### config.mk
export PLATFORM = sky130hd
export DESIGN_NAME = char_lcd_nibble_sequencer
export DESIGN_NICKNAME = d
export VERILOG_FILES = /design/src/sv/lcdns_pkg.sv /design/src/sv/char_lcd_nibble_sequencer.sv /design/src/sv/lcdns_regs.sv /design/src/sv/lcdns_front.sv /design/src/sv/lcdns_queue.sv /design/src/sv/lcdns_back.sv
export SDC_FILE = /design/constraint.sdc
export NUM_CORES = 1
export LEC_CHECK = 0
export BUFFER_PORTS_ARGS = -buffer_cell sky130_fd_sc_hd__clkbuf_2
export CORE_MARGIN = 4
export CORE_UTILIZATION = 56
export DETAILED_ROUTE_END_ITERATION = 10
export PLACE_DENSITY = 0.8
export SYNTH_ARGS = -nofsm -noshare
export SYNTH_HDL_FRONTEND = slang
export SYNTH_SLANG_ARGS = --single-unit
### constraint.sdc
create_clock -name clk -period 2.6 [get_ports clk]
set_input_delay 0.52 -clock clk [delete_from_list [all_inputs] [get_ports clk]]
set_output_delay 0.52 -clock clk [all_outputs]
set_load 0.1 [all_outputs]
### src/sv/lcdns_pkg.sv
// shared types, codes and constants of the character lcd nibble sequencer
`timescale 1ns / 1ps

package lcdns_pkg;

    // command codes carried in the input tuser
    localparam logic [3:0] ACT_INIT      = 4'd0;
    localparam logic [3:0] ACT_DATA      = 4'd1;
    localparam logic [3:0] ACT_CLEAR     = 4'd2;
    localparam logic [3:0] ACT_HOME      = 4'd3;
    localparam logic [3:0] ACT_CURSOR    = 4'd4;
    localparam logic [3:0] ACT_OFF       = 4'd5;
    localparam logic [3:0] ACT_ON        = 4'd6;
    localparam logic [3:0] ACT_LIGHT_OFF = 4'd7;
    localparam logic [3:0] ACT_LIGHT_ON  = 4'd8;
    localparam logic [3:0] ACT_TOGGLE    = 4'd9;

    // register indexes on the configuration port
    localparam logic [2:0] REG_RESET    = 3'd0;
    localparam logic [2:0] REG_FUNC_SET = 3'd1;
    localparam logic [2:0] REG_DISP_OFF = 3'd2;
    localparam logic [2:0] REG_DISP_ON  = 3'd3;
    localparam logic [2:0] REG_CLEAR    = 3'd4;
    localparam logic [2:0] REG_ENTRY    = 3'd5;
    localparam logic [2:0] REG_HOME     = 3'd6;
    localparam logic [2:0] REG_CURSOR   = 3'd7;

    // kinds of queued command
    localparam logic [1:0] KIND_INIT  = 2'd0;
    localparam logic [1:0] KIND_BYTE  = 2'd1;
    localparam logic [1:0] KIND_LIGHT = 2'd2;

    // waits in 100 us units
    localparam logic [9:0] WAIT_NONE    = 10'd0;
    localparam logic [9:0] WAIT_SHORT   = 10'd1;
    localparam logic [9:0] WAIT_RESET   = 10'd2;
    localparam logic [9:0] WAIT_LONG    = 10'd20;
    localparam logic [9:0] WAIT_RESET1  = 10'd60;
    localparam logic [9:0] WAIT_POWERUP = 10'd1000;

    localparam logic [3:0] INIT_LAST_STEP = 4'd14;

    typedef struct packed {
        logic [7:0] reset_code;
        logic [7:0] function_set_code;
        logic [7:0] display_off_code;
        logic [7:0] display_on_code;
        logic [7:0] clear_code;
        logic [7:0] entry_mode_code;
        logic [7:0] home_code;
        logic [7:0] cursor_code;
    } cfg_regs_t;

    typedef struct packed {
        logic [1:0] kind;
        logic       select_data;
        logic [7:0] code;
        logic       long_wait;
        logic       light;
    } cmd_t;

    typedef struct packed {
        logic       strobe_res;
        logic       select_data;
        logic [3:0] nibble;
        logic       light;
        logic [9:0] wait_units;
        logic       last;
    } event_t;

    function automatic logic [7:0] row_base(input logic [1:0] row);
        logic [7:0] base;
        unique case (row)
            2'd0: base = 8'h00;
            2'd1: base = 8'h40;
            2'd2: base = 8'h14;
            2'd3: base = 8'h54;
            default: base = 8'h00;
        endcase
        return base;
    endfunction

endpackage

### src/sv/char_lcd_nibble_sequencer.sv
// top level of the character lcd nibble sequencer
`timescale 1ns / 1ps

//  channel   | direction | beat contents
//  ----------+-----------+---------------------------------------------------
//  s_axis    | in        | one display command (action in tuser)
//  m_axis    | out       | one pin event; tlast on the final event of a command
//  apb       | in/out    | eight 8-bit instruction code registers at 4*i
//
//  each accepted command yields 1 (backlight), 2 (byte commands) or 15 (init)
//  output beats, one per cycle while m_axis_tready does not stall the output, and an unused action code yields none;
//  the sequencer step counter sets that figure
//  a new command is taken every cycle while the queue has room, so intake
//  overlaps the run of the command before it
//  the output register stalls only on m_axis_tready; the queue stalls intake
//  reset restores the default codes, turns the backlight off and empties the queue

module char_lcd_nibble_sequencer
    import lcdns_pkg::*;
#(
    parameter int QUEUE_DEPTH = 2
)
(
    input  logic        clk,
    input  logic        rst_n,
    // command stream
    input  logic        s_axis_tvalid,
    output logic        s_axis_tready,
    input  logic [15:0] s_axis_tdata,   // data_byte[7:0], column[12:8], line[14:13], pad
    input  logic [3:0]  s_axis_tuser,   // action[3:0]
    // event stream
    output logic        m_axis_tvalid,
    input  logic        m_axis_tready,
    output logic [15:0] m_axis_tdata,   // strobe_res[0], nibble[4:1], light[5], wait_units[15:6]
    output logic [0:0]  m_axis_tuser,   // select_data[0]
    output logic        m_axis_tlast,
    // configuration
    input  logic        psel,
    input  logic        penable,
    input  logic        pwrite,
    input  logic [4:0]  paddr,
    input  logic [31:0] pwdata,
    output logic [31:0] prdata,
    output logic        pready
);

    cfg_regs_t regs;
    cmd_t      push_cmd;
    cmd_t      head_cmd;
    logic      q_push;
    logic      q_pop;
    logic      q_not_full;
    logic      q_not_empty;
    event_t    out_event;

    lcdns_regs u_regs (
        .clk     (clk),
        .rst_n   (rst_n),
        .psel    (psel),
        .penable (penable),
        .pwrite  (pwrite),
        .paddr   (paddr),
        .pwdata  (pwdata),
        .prdata  (prdata),
        .pready  (pready),
        .regs    (regs)
    );

    // intake: decode, cursor address, backlight tracking
    lcdns_front u_front (
        .clk       (clk),
        .rst_n     (rst_n),
        .regs      (regs),
        .in_valid  (s_axis_tvalid),
        .in_ready  (s_axis_tready),
        .action    (s_axis_tuser),
        .data_byte (s_axis_tdata[7:0]),
        .column    (s_axis_tdata[12:8]),
        .line      (s_axis_tdata[14:13]),
        .q_ready   (q_not_full),
        .q_push    (q_push),
        .q_cmd     (push_cmd)
    );

    lcdns_queue #(
        .DEPTH (QUEUE_DEPTH)
    ) u_queue (
        .clk       (clk),
        .rst_n     (rst_n),
        .push      (q_push),
        .push_cmd  (push_cmd),
        .not_full  (q_not_full),
        .pop       (q_pop),
        .not_empty (q_not_empty),
        .head      (head_cmd)
    );

    // sequencer with registered output beat
    lcdns_back u_back (
        .clk       (clk),
        .rst_n     (rst_n),
        .regs      (regs),
        .q_valid   (q_not_empty),
        .q_cmd     (head_cmd),
        .q_pop     (q_pop),
        .out_valid (m_axis_tvalid),
        .out_ready (m_axis_tready),
        .out_event (out_event)
    );

    assign m_axis_tdata = {out_event.wait_units, out_event.light,
                           out_event.nibble, out_event.strobe_res};
    assign m_axis_tuser = out_event.select_data;
    assign m_axis_tlast = out_event.last;

endmodule

### src/sv/lcdns_regs.sv
// apb register file holding the instruction codes
`timescale 1ns / 1ps

module lcdns_regs
    import lcdns_pkg::*;
(
    input  logic        clk,
    input  logic        rst_n,
    input  logic        psel,
    input  logic        penable,
    input  logic        pwrite,
    input  logic [4:0]  paddr,
    input  logic [31:0] pwdata,
    output logic [31:0] prdata,
    output logic        pready,
    output cfg_regs_t   regs
);

    cfg_regs_t  regs_reg;
    cfg_regs_t  regs_next;
    logic [2:0] index;
    logic [7:0] rd_byte;
    logic       wr_en;

    assign pready = 1'b1;
    assign index  = paddr[4:2];
    assign wr_en  = psel && penable && pwrite;
    assign regs   = regs_reg;

    always_comb
    begin
        regs_next = regs_reg;
        if (wr_en)
        begin
            unique case (index)
                REG_RESET:    regs_next.reset_code        = pwdata[7:0];
                REG_FUNC_SET: regs_next.function_set_code = pwdata[7:0];
                REG_DISP_OFF: regs_next.display_off_code  = pwdata[7:0];
                REG_DISP_ON:  regs_next.display_on_code   = pwdata[7:0];
                REG_CLEAR:    regs_next.clear_code        = pwdata[7:0];
                REG_ENTRY:    regs_next.entry_mode_code   = pwdata[7:0];
                REG_HOME:     regs_next.home_code         = pwdata[7:0];
                REG_CURSOR:   regs_next.cursor_code       = pwdata[7:0];
                default:      regs_next = regs_reg;
            endcase
        end
    end

    always_comb
    begin
        unique case (index)
            REG_RESET:    rd_byte = regs_reg.reset_code;
            REG_FUNC_SET: rd_byte = regs_reg.function_set_code;
            REG_DISP_OFF: rd_byte = regs_reg.display_off_code;
            REG_DISP_ON:  rd_byte = regs_reg.display_on_code;
            REG_CLEAR:    rd_byte = regs_reg.clear_code;
            REG_ENTRY:    rd_byte = regs_reg.entry_mode_code;
            REG_HOME:     rd_byte = regs_reg.home_code;
            REG_CURSOR:   rd_byte = regs_reg.cursor_code;
            default:      rd_byte = 8'h00;
        endcase
    end

    assign prdata = {24'h000000, rd_byte};

    always_ff @(posedge clk or negedge rst_n)
    begin
        if (!rst_n)
        begin
            regs_reg.reset_code        <= 8'd48;
            regs_reg.function_set_code <= 8'd40;
            regs_reg.display_off_code  <= 8'd8;
            regs_reg.display_on_code   <= 8'd12;
            regs_reg.clear_code        <= 8'd1;
            regs_reg.entry_mode_code   <= 8'd6;
            regs_reg.home_code         <= 8'd2;
            regs_reg.cursor_code       <= 8'd128;
        end
        else
        begin
            regs_reg <= regs_next;
        end
    end

endmodule

### src/sv/lcdns_front.sv
// command intake: decodes a command and tracks the backlight level
`timescale 1ns / 1ps

module lcdns_front
    import lcdns_pkg::*;
(
    input  logic       clk,
    input  logic       rst_n,
    input  cfg_regs_t  regs,
    input  logic       in_valid,
    output logic       in_ready,
    input  logic [3:0] action,
    input  logic [7:0] data_byte,
    input  logic [4:0] column,
    input  logic [1:0] line,
    input  logic       q_ready,
    output logic       q_push,
    output cmd_t       q_cmd
);

    logic       light_reg;
    logic       light_next;
    logic       accept;
    logic       known;
    logic [7:0] cursor_addr;

    assign in_ready    = q_ready;
    assign accept      = in_valid && q_ready;
    assign cursor_addr = regs.cursor_code | (8'(column) + row_base(line));

    always_comb
    begin
        known             = 1'b1;
        light_next        = light_reg;
        q_cmd.kind        = KIND_BYTE;
        q_cmd.select_data = 1'b0;
        q_cmd.code        = 8'h00;
        q_cmd.long_wait   = 1'b1;
        unique case (action)
            ACT_INIT:
            begin
                q_cmd.kind = KIND_INIT;
            end
            ACT_DATA:
            begin
                q_cmd.select_data = 1'b1;
                q_cmd.code        = data_byte;
                q_cmd.long_wait   = 1'b0;
            end
            ACT_CLEAR:  q_cmd.code = regs.clear_code;
            ACT_HOME:   q_cmd.code = regs.home_code;
            ACT_CURSOR: q_cmd.code = cursor_addr;
            ACT_OFF:    q_cmd.code = regs.display_off_code;
            ACT_ON:     q_cmd.code = regs.display_on_code;
            ACT_LIGHT_OFF:
            begin
                q_cmd.kind = KIND_LIGHT;
                light_next = 1'b0;
            end
            ACT_LIGHT_ON:
            begin
                q_cmd.kind = KIND_LIGHT;
                light_next = 1'b1;
            end
            ACT_TOGGLE:
            begin
                q_cmd.kind = KIND_LIGHT;
                light_next = ~light_reg;
            end
            default:
            begin
                // unused codes are dropped without a result
                known = 1'b0;
            end
        endcase
        q_cmd.light = light_next;
    end

    assign q_push = accept && known;

    always_ff @(posedge clk or negedge rst_n)
    begin
        if (!rst_n)
        begin
            light_reg <= 1'b0;
        end
        else if (accept)
        begin
            light_reg <= light_next;
        end
    end

endmodule

### src/sv/lcdns_queue.sv
// small command queue between intake and sequencer
`timescale 1ns / 1ps

module lcdns_queue
    import lcdns_pkg::*;
#(
    parameter int DEPTH = 2
)
(
    input  logic clk,
    input  logic rst_n,
    input  logic push,
    input  cmd_t push_cmd,
    output logic not_full,
    input  logic pop,
    output logic not_empty,
    output cmd_t head
);

    localparam int AW = (DEPTH > 1) ? $clog2(DEPTH) : 1;
    localparam int CW = $clog2(DEPTH + 1);

    cmd_t          slots_reg [DEPTH];
    logic [AW-1:0] wr_ptr_reg;
    logic [AW-1:0] wr_ptr_next;
    logic [AW-1:0] rd_ptr_reg;
    logic [AW-1:0] rd_ptr_next;
    logic [CW-1:0] count_reg;
    logic [CW-1:0] count_next;

    assign not_full  = (count_reg != CW'(DEPTH));
    assign not_empty = (count_reg != '0);
    assign head      = slots_reg[rd_ptr_reg];

    always_comb
    begin
        wr_ptr_next = wr_ptr_reg;
        rd_ptr_next = rd_ptr_reg;
        count_next  = count_reg;
        if (push)
        begin
            wr_ptr_next = (wr_ptr_reg == AW'(DEPTH - 1)) ? '0 : wr_ptr_reg + 1'b1;
        end
        if (pop)
        begin
            rd_ptr_next = (rd_ptr_reg == AW'(DEPTH - 1)) ? '0 : rd_ptr_reg + 1'b1;
        end
        if (push && !pop)
        begin
            count_next = count_reg + 1'b1;
        end
        else if (pop && !push)
        begin
            count_next = count_reg - 1'b1;
        end
    end

    always_ff @(posedge clk or negedge rst_n)
    begin
        if (!rst_n)
        begin
            wr_ptr_reg <= '0;
            rd_ptr_reg <= '0;
            count_reg  <= '0;
        end
        else
        begin
            wr_ptr_reg <= wr_ptr_next;
            rd_ptr_reg <= rd_ptr_next;
            count_reg  <= count_next;
        end
    end

    always_ff @(posedge clk)
    begin
        if (push)
        begin
            slots_reg[wr_ptr_reg] <= push_cmd;
        end
    end

endmodule

### src/sv/lcdns_back.sv
// event sequencer: steps through a queued command, one pin event per beat
`timescale 1ns / 1ps

module lcdns_back
    import lcdns_pkg::*;
(
    input  logic      clk,
    input  logic      rst_n,
    input  cfg_regs_t regs,
    input  logic      q_valid,
    input  cmd_t      q_cmd,
    output logic      q_pop,
    output logic      out_valid,
    input  logic      out_ready,
    output event_t    out_event
);

    logic [3:0] step_reg;
    logic [3:0] step_next;
    logic       valid_reg;
    logic       valid_next;
    event_t     event_reg;
    event_t     ev;
    logic       advance;
    logic [7:0] init_byte;

    assign advance   = q_valid && (!valid_reg || out_ready);
    assign out_valid = valid_reg;
    assign out_event = event_reg;

    always_comb
    begin
        init_byte = regs.reset_code;
        ev        = '0;
        ev.light  = q_cmd.light;
        unique case (q_cmd.kind)
            KIND_INIT:
            begin
                ev.strobe_res = (step_reg != 4'd0);
                // pairs of nibbles after the 4-bit switch
                priority if (step_reg <= 4'd3)
                    init_byte = regs.reset_code;
                else if (step_reg <= 4'd6)
                    init_byte = regs.function_set_code;
                else if (step_reg <= 4'd8)
                    init_byte = regs.display_off_code;
                else if (step_reg <= 4'd10)
                    init_byte = regs.clear_code;
                else if (step_reg <= 4'd12)
                    init_byte = regs.entry_mode_code;
                else
                    init_byte = regs.display_on_code;
                // even steps from six on carry the low nibble
                if (step_reg >= 4'd5 && !step_reg[0])
                    ev.nibble = init_byte[3:0];
                else if (step_reg != 4'd0)
                    ev.nibble = init_byte[7:4];
                priority if (step_reg == 4'd0)
                    ev.wait_units = WAIT_POWERUP;
                else if (step_reg == 4'd1)
                    ev.wait_units = WAIT_RESET1;
                else if (step_reg <= 4'd3)
                    ev.wait_units = WAIT_RESET;
                else if (step_reg == 4'd10)
                    ev.wait_units = WAIT_LONG;
                else if (step_reg == 4'd4 || !step_reg[0])
                    ev.wait_units = WAIT_SHORT;
                else
                    ev.wait_units = WAIT_NONE;
                ev.last = (step_reg == INIT_LAST_STEP);
            end
            KIND_BYTE:
            begin
                ev.strobe_res  = 1'b1;
                ev.select_data = q_cmd.select_data;
                ev.nibble      = step_reg[0] ? q_cmd.code[3:0] : q_cmd.code[7:4];
                ev.wait_units  = (step_reg[0] && q_cmd.long_wait) ? WAIT_LONG : WAIT_NONE;
                ev.last        = step_reg[0];
            end
            default:
            begin
                // backlight change: one event without a strobe, carrying the new backlight level
                ev.last = 1'b1;
            end
        endcase
    end

    assign q_pop = advance && ev.last;

    always_comb
    begin
        step_next  = step_reg;
        valid_next = valid_reg;
        if (advance)
        begin
            valid_next = 1'b1;
            step_next  = ev.last ? 4'd0 : step_reg + 4'd1;
        end
        else if (out_ready)
        begin
            valid_next = 1'b0;
        end
    end

    always_ff @(posedge clk or negedge rst_n)
    begin
        if (!rst_n)
        begin
            step_reg  <= 4'd0;
            valid_reg <= 1'b0;
        end
        else
        begin
            step_reg  <= step_next;
            valid_reg <= valid_next;
        end
    end

    always_ff @(posedge clk)
    begin
        if (advance)
        begin
            event_reg <= ev;
        end
    end

endmodule

==> results of run 1 <==
worst register-to-register path, cell delays in order (launching register included):
cell and delay [ps]:
dfrtp_1 380, inv_1 120, ha_1 250, buf_4 220, nand2b_1 70, a21oi_1 350
nor2_1 130, a221oi_1 310, o22ai_1 150
area by class of cell:
cell class              count  area [um^2]
repair buffers             94        678.2
well taps                 140        175.2
clock buffers              18        429.2
fillers                   768         3472
flip-flops and latches    113         3038
clock inverters            14        156.4
multi-input cells         383         3022
inverters                  16        60.06
worst max-delay path by stage:
| stage | from | slack, ps | to | depth (start not counted) |
|---|---|---|---|---|
| 6_report | paddr[4] | 100 | prdata[2] | 7 |
| 5_1_grt | paddr[4] | 60 | prdata[2] | 7 |
| 4_1_cts | paddr[4] | 130 | prdata[2] | 7 |
| 3_5_place_dp | paddr[4] | 140 | prdata[2] | 7 |
| 3_3_place_gp | paddr[4] | 180 | prdata[2] | 7 |
| 2_1_floorplan | u_queue.count_reg[0] | 1 | u_queue.slots_reg[0][0] | 3 |
cells in the mapped netlist (4+ instances only):
cell type | number | share of area
mux2_2 | 67 | 0.12
dfrtp_1 | 62 | 0.24
edfxtp_1 | 39 | 0.18
buf_4 | 31 | 0.036
nor2_1 | 28 | 0.016
o21ai_0 | 28 | 0.022
nand2_1 | 26 | 0.015
a21oi_1 | 21 | 0.016
mux2i_1 | 16 | 0.025
buf_2 | 15 | 0.012
inv_1 | 15 | 0.0088
dfstp_2 | 12 | 0.049
nor2b_1 | 10 | 0.0098
a221oi_1 | 9 | 0.012
clkbuf_1 | 9 | 0.0053
mux4_2 | 9 | 0.032
nand2b_1 | 9 | 0.0088
nor3_1 | 9 | 0.0070
o221ai_1 | 9 | 0.012
o22ai_1 | 9 | 0.0088
a211oi_1 | 8 | 0.0094
ha_1 | 8 | 0.016
mux2_4 | 8 | 0.019
a22oi_1 | 7 | 0.0082
a31oi_1 | 6 | 0.0059
and3_1 | 5 | 0.0049
nand3_1 | 5 | 0.0039
o22a_1 | 4 | 0.0055
power by group:
part / total [mW] / switching (mW) / internal, mW
Clock: 2.30 / 0.878 / 1.42
Sequential: 2.72 / 0.366 / 2.35
Combinational: 3.21 / 2.29 / 0.925
kinds of logic (layout without fill, tap and decap cells):
logic type,after synthesis,count (layout),synth area share
compound gates,128,128,0.1365
flops,113,113,0.4736
simple gates,113,113,0.09694
mux,103,103,0.1982
buf+inv,77,142,0.06982
fa+ha+maj,8,8,0.01560
xor+xnor,6,6,0.008193
other cells,2,25,0.001171
per-stage QoR:
step                      hold slack (ps)  power [mW]  instances  setup slack [ps]
after floorplan                     224.4       5.195        573             1.181
after global placement              468.6       5.803        746             178.4
after detailed placement            480.0       5.912        746             142.8
after CTS                           130.7       8.225        778             129.9
after global routing                158.3       8.568        778             57.52
final                               114.4       8.228        778             103.2
layer usage:
layer	up-vias	routed length [um]	GRT usage
li1	2171	-	-
met1	2415	6803	0.3630
met2	319	8178	0.4390
met3	62	1598	0.05579
met4	0	657	0.1166
met5	-	0	0
==> results.yml, run 1 <==
setup_path:
  reg2reg_to: "u_back.out_event[14]"
  path_buf_inv: 3
  critical_path_class: "in2out"
  timing.rr.start: "u_back.step_reg[1]"
  crit_slowest_cell: "mux2_2"
  cpLargestDelayFamily: "buffers and inverters"
  arrival_ps: 1980
  crit_path_end_kind: "primary output"
  required_ps: 2080
  start_kind: "primary input"
  r2r_slack_ps: 330
  slowest_delay_ps: 350
  cp_max_fo: 12
  reg2regPathDepth: 8
  crit_chain: "clkbuf_2, buf_4, mux2_2, o22ai_1, o21ai_0, o21a_1, buf_12"
clock_tree:
  hold_buffers: 0
  clock_latency_ps: 420
  h-tree-depth: 4
  cts_root_buffer: "clkbuf_16"
  post_cts_buffers: 0
  clock_sinks: 113
  cts_tree: "done"
  cts_buffers: 17
  clk_pin_slew_ps: 50
  clock_path_buffers: 2
  post_cts_resized: 0
detailed_routing:
  drt_iter0_drc: 533
  routed_wirelength_um: 17240
  ant_nets: 0
  drt_first_pass_iters: 5
  routed-via-count: 4967
  wl_per_cell_um: 22.16
  remaining_drc_errors: 0
  drt-vias-per-instance: 6.384
placed_design:
  numPortBuffers: 64
  placed_area_um2: 6973
  gp_congestion: 0.9645
  hpwl_um: 12410
final_layout:
  layout_common_cells: "mux2_2 (67), dfrtp_1 (62), clkbuf_2 (55)"
  area_growth_pct: 17.83
  fin_area_um2: 7559
  antenna_cells: 0
  largest_reg_flops: 64
  finish.utilization: 0.6852
  nets: 697
  final_common_cell: "mux2_2"
  drive_above_1_share: 0.3746
global_routing:
  grt_max_degree: 51
  grt_usage: 0.2736
  grt_antenna_before_repair: 0
  grt_pass1_vias: 4980
  grt_overflow: 0
  grt_pass1_wl_um: 27350
run_status:
  run_status: "finished clean"
synth:
  synth.yosys.seq_area_share: 0.4736
  synth_cell_type_count: 65
  netlist_area_um2: 6415
  ys_ff_latch: 113
  yosys_warnings: 0
  synth_ff_type: "dfrtp_1"
  syn_avg_cell_area_um2: 11.66
  synth_cells: 550
  async_flop_share: 0.6549
  synth_enable_flop_cells: 39
floorplan:
  num_rows: 38
  die_h_um: 115.0
  core_area_um2: 11030
  die_w_um: 115.0
  die_area_um2: 13230
  ios: 117
  initial_core_util: 0.5816
sta:
  rsz0062_at_grt: "false"
  slew_headroom: 0.5492
  tightest_slew_ps: 672.1
  clock_skew_ps: 6.082
  drv_slew: 0
  fmax_ghz: 0.4005
  finalHoldViolCount: 0
  period_share: 0.9603
  setup_tns_ps: 0
  period_minus_slack_ps: 2497
  setup_viol: 0
pwr:
  power_density_nw_per_um2: 1089
  vdd_ir_drop_max_mv: 0.9990
  power_leakage_nw: 3.213
flow_run:
  cap_violations: 0
min_path:
  hp-class: "in2async"
No activity file was read; power rests on OpenSTA's default activity.
==> inputs of run 2 (changes only) <==
CORE_UTILIZATION = 57   (was 56)
PLACE_DENSITY = 0.81   (was 0.8)
SYNTH_HIERARCHICAL = 1   (was not set)
==> results.yml, run 2 <==
run_status:
  run_status: "finished clean"
floorplan:
  num_rows: 38
  core_area_um2: 11030
  die_w_um: 114.9
  initial_core_util: 0.5901
  die_h_um: 114.9
  ios: 117
  die_area_um2: 13190
sta:
  fmax_ghz: 0.3879
  rsz0062_at_grt: "false"
  hold_ws_ps: 126.8
  clock_skew_ps: 8.817
  timing.final.ws_setup_ps: 22.01
  period_minus_slack_ps: 2578
  drv_slew: 0
  setup_tns_ps: 0
  finalHoldViolCount: 0
  slew_headroom: 0.5848
  period_share: 0.9915
  setup_viol: 0
  tightest_slew_ps: 622.2
synth:
  synth_most_common_cell: "mux2_2"
  async_flop_share: 0.6549
  syn_avg_cell_area_um2: 12.05
  synth_commonest_cells: "mux2_2 (74), dfrtp_1 (62), edfxtp_1 (39)"
  ys_ff_latch: 113
  synth_cell_type_count: 76
  synth_enable_flop_cells: 39
  netlist_area_um2: 6509
  synth_ff_type: "dfrtp_1"
  synth.yosys.seq_area_share: 0.4667
  synth_cells: 540
  yosys_warnings: 6
  synth_area_leaders: "dfrtp_1 (24%), edfxtp_1 (18%), mux2_2 (13%)"
  yosysTopAreaCell: "dfrtp_1"
  synth.top_cell.area_share: 0.2384
global_routing:
  grt_antenna_before_repair: 0
  grt_pass1_vias: 4918
  grt_overflow: 0
  grt_pass1_wl_um: 26790
  grt_max_degree: 75
  grt_usage: 0.2674
setup_path:
  reg2reg_to: "u_back/out_event[12]"
  crit_path_end_kind: "primary output"
  cp_max_fo: 19
  r2r_slack_ps: 320
  cpLargestDelayFamily: "compound AO/OA/AOI/OAI gates"
  timing.rr.start: "u_back/step_reg[0]"
  reg2regPathDepth: 7
  crit_slowest_cell: "nand2b_1"
  path_buf_inv: 2
  start_kind: "primary input"
  slowest_delay_ps: 450
  crit_chain: "clkbuf_2, nand2b_1, a2bb2oi_1, a41oi_4, buf_12"
  required_ps: 2080
  arrival_ps: 2060
  critical_path_class: "in2out"
clock_tree:
  cts_root_buffer: "clkbuf_16"
  clk_pin_slew_ps: 60
  clock_latency_ps: 410
  h-tree-depth: 4
  clock_sinks: 113
  hold_buffers: 0
  post_cts_buffers: 0
  cts_tree: "done"
  clock_path_buffers: 2
  cts_buffers: 17
  post_cts_resized: 0
final_layout:
  area_growth_pct: 15.78
  antenna_cells: 0
  final_common_cell: "mux2_2"
  nets: 671
  fin_area_um2: 7536
  drive_above_1_share: 0.3807
  instances_no_fill: 752
  layout_common_cells: "mux2_2 (74), dfrtp_1 (62), clkbuf_2 (55)"
  nFillCells: 773
  largest_reg_flops: 64
detailed_routing:
  wl_per_cell_um: 23.28
  drt_first_pass_iters: 8
  routed_wirelength_um: 17510
  routed-via-count: 4999
  drt_iter0_drc: 745
  drt-vias-per-instance: 6.648
  ant_nets: 0
  remaining_drc_errors: 0
placed_design:
  placed_area_um2: 6937
  pre_cts_ws_ps: 137.9
  dp_cells: 720
  hpwl_um: 11820
  gp_congestion: 0.8911
  numPortBuffers: 64
pwr:
  power_leakage_nw: 3.256
  vdd_ir_drop_max_mv: 1.250
  power_density_nw_per_um2: 1106
min_path:
  hp-class: "in2async"
flow_run:
  cap_violations: 0
[run 2: per-layer routing]
metal | GRT usage | vias to the layer above | routed length [um]
li1 | - | 2103 | -
met5 | 0 | - | 0
met2 | 0.4421 | 388 | 8587
met3 | 0.06579 | 82 | 1779
met1 | 0.3386 | 2426 | 6429
met4 | 0.1072 | 0 | 713
[run 2: cell type report]
cell class,instances,area [um^2],share of cell area
Inverter,13,48.80,0.006475
Clock inverter,15,173.9,0.02308
Timing Repair Buffer,78,570.5,0.07571
Multi-Input combinational cell,376,3104,0.4119
Clock buffer,17,425.4,0.05645
Sequential cell,113,3038,0.4031
Tap cell,140,175.2,0.02324
[run 2: power breakdown]
part	total (mW)	internal (mW)	switching (mW)
clock network	2.36	1.44	0.911
logic	3.27	0.908	2.37
registers	2.71	2.35	0.353
[run 2: worst max path at each step]
stage | startpoint | end | slack (ps) | depth (start not counted)
4_1_cts | paddr[2] | prdata[2] | 100 | 5
5_1_grt | paddr[2] | prdata[2] | 10 | 5
2_1_floorplan | paddr[2] | prdata[7] | -60 | 5
6_report | paddr[2] | prdata[2] | 20 | 5
3_3_place_gp | paddr[2] | prdata[2] | 250 | 5
3_5_place_dp | paddr[2] | prdata[2] | 140 | 5
[run 2: stage by stage]
step | power, mW | utilization
final | 8.336 | 0.6832
after global routing | 8.626 | 0.6832
after CTS | 8.318 | 0.6832
after detailed placement | 5.933 | 0.6289
after global placement | 5.837 | 0.6289
after floorplan | 5.341 | -
[run 2: kinds of logic after synthesis]
| group | count (synthesis) | synth area share |
|---|---|---|
| mux | 119 | 0.2045 |
| compound gates | 113 | 0.1311 |
| flops | 113 | 0.4667 |
| simple gates | 104 | 0.09688 |
| buf+inv | 74 | 0.07362 |
| fa+ha+maj | 8 | 0.01538 |
| xor+xnor | 7 | 0.01057 |
| other cells | 2 | 0.001154 |
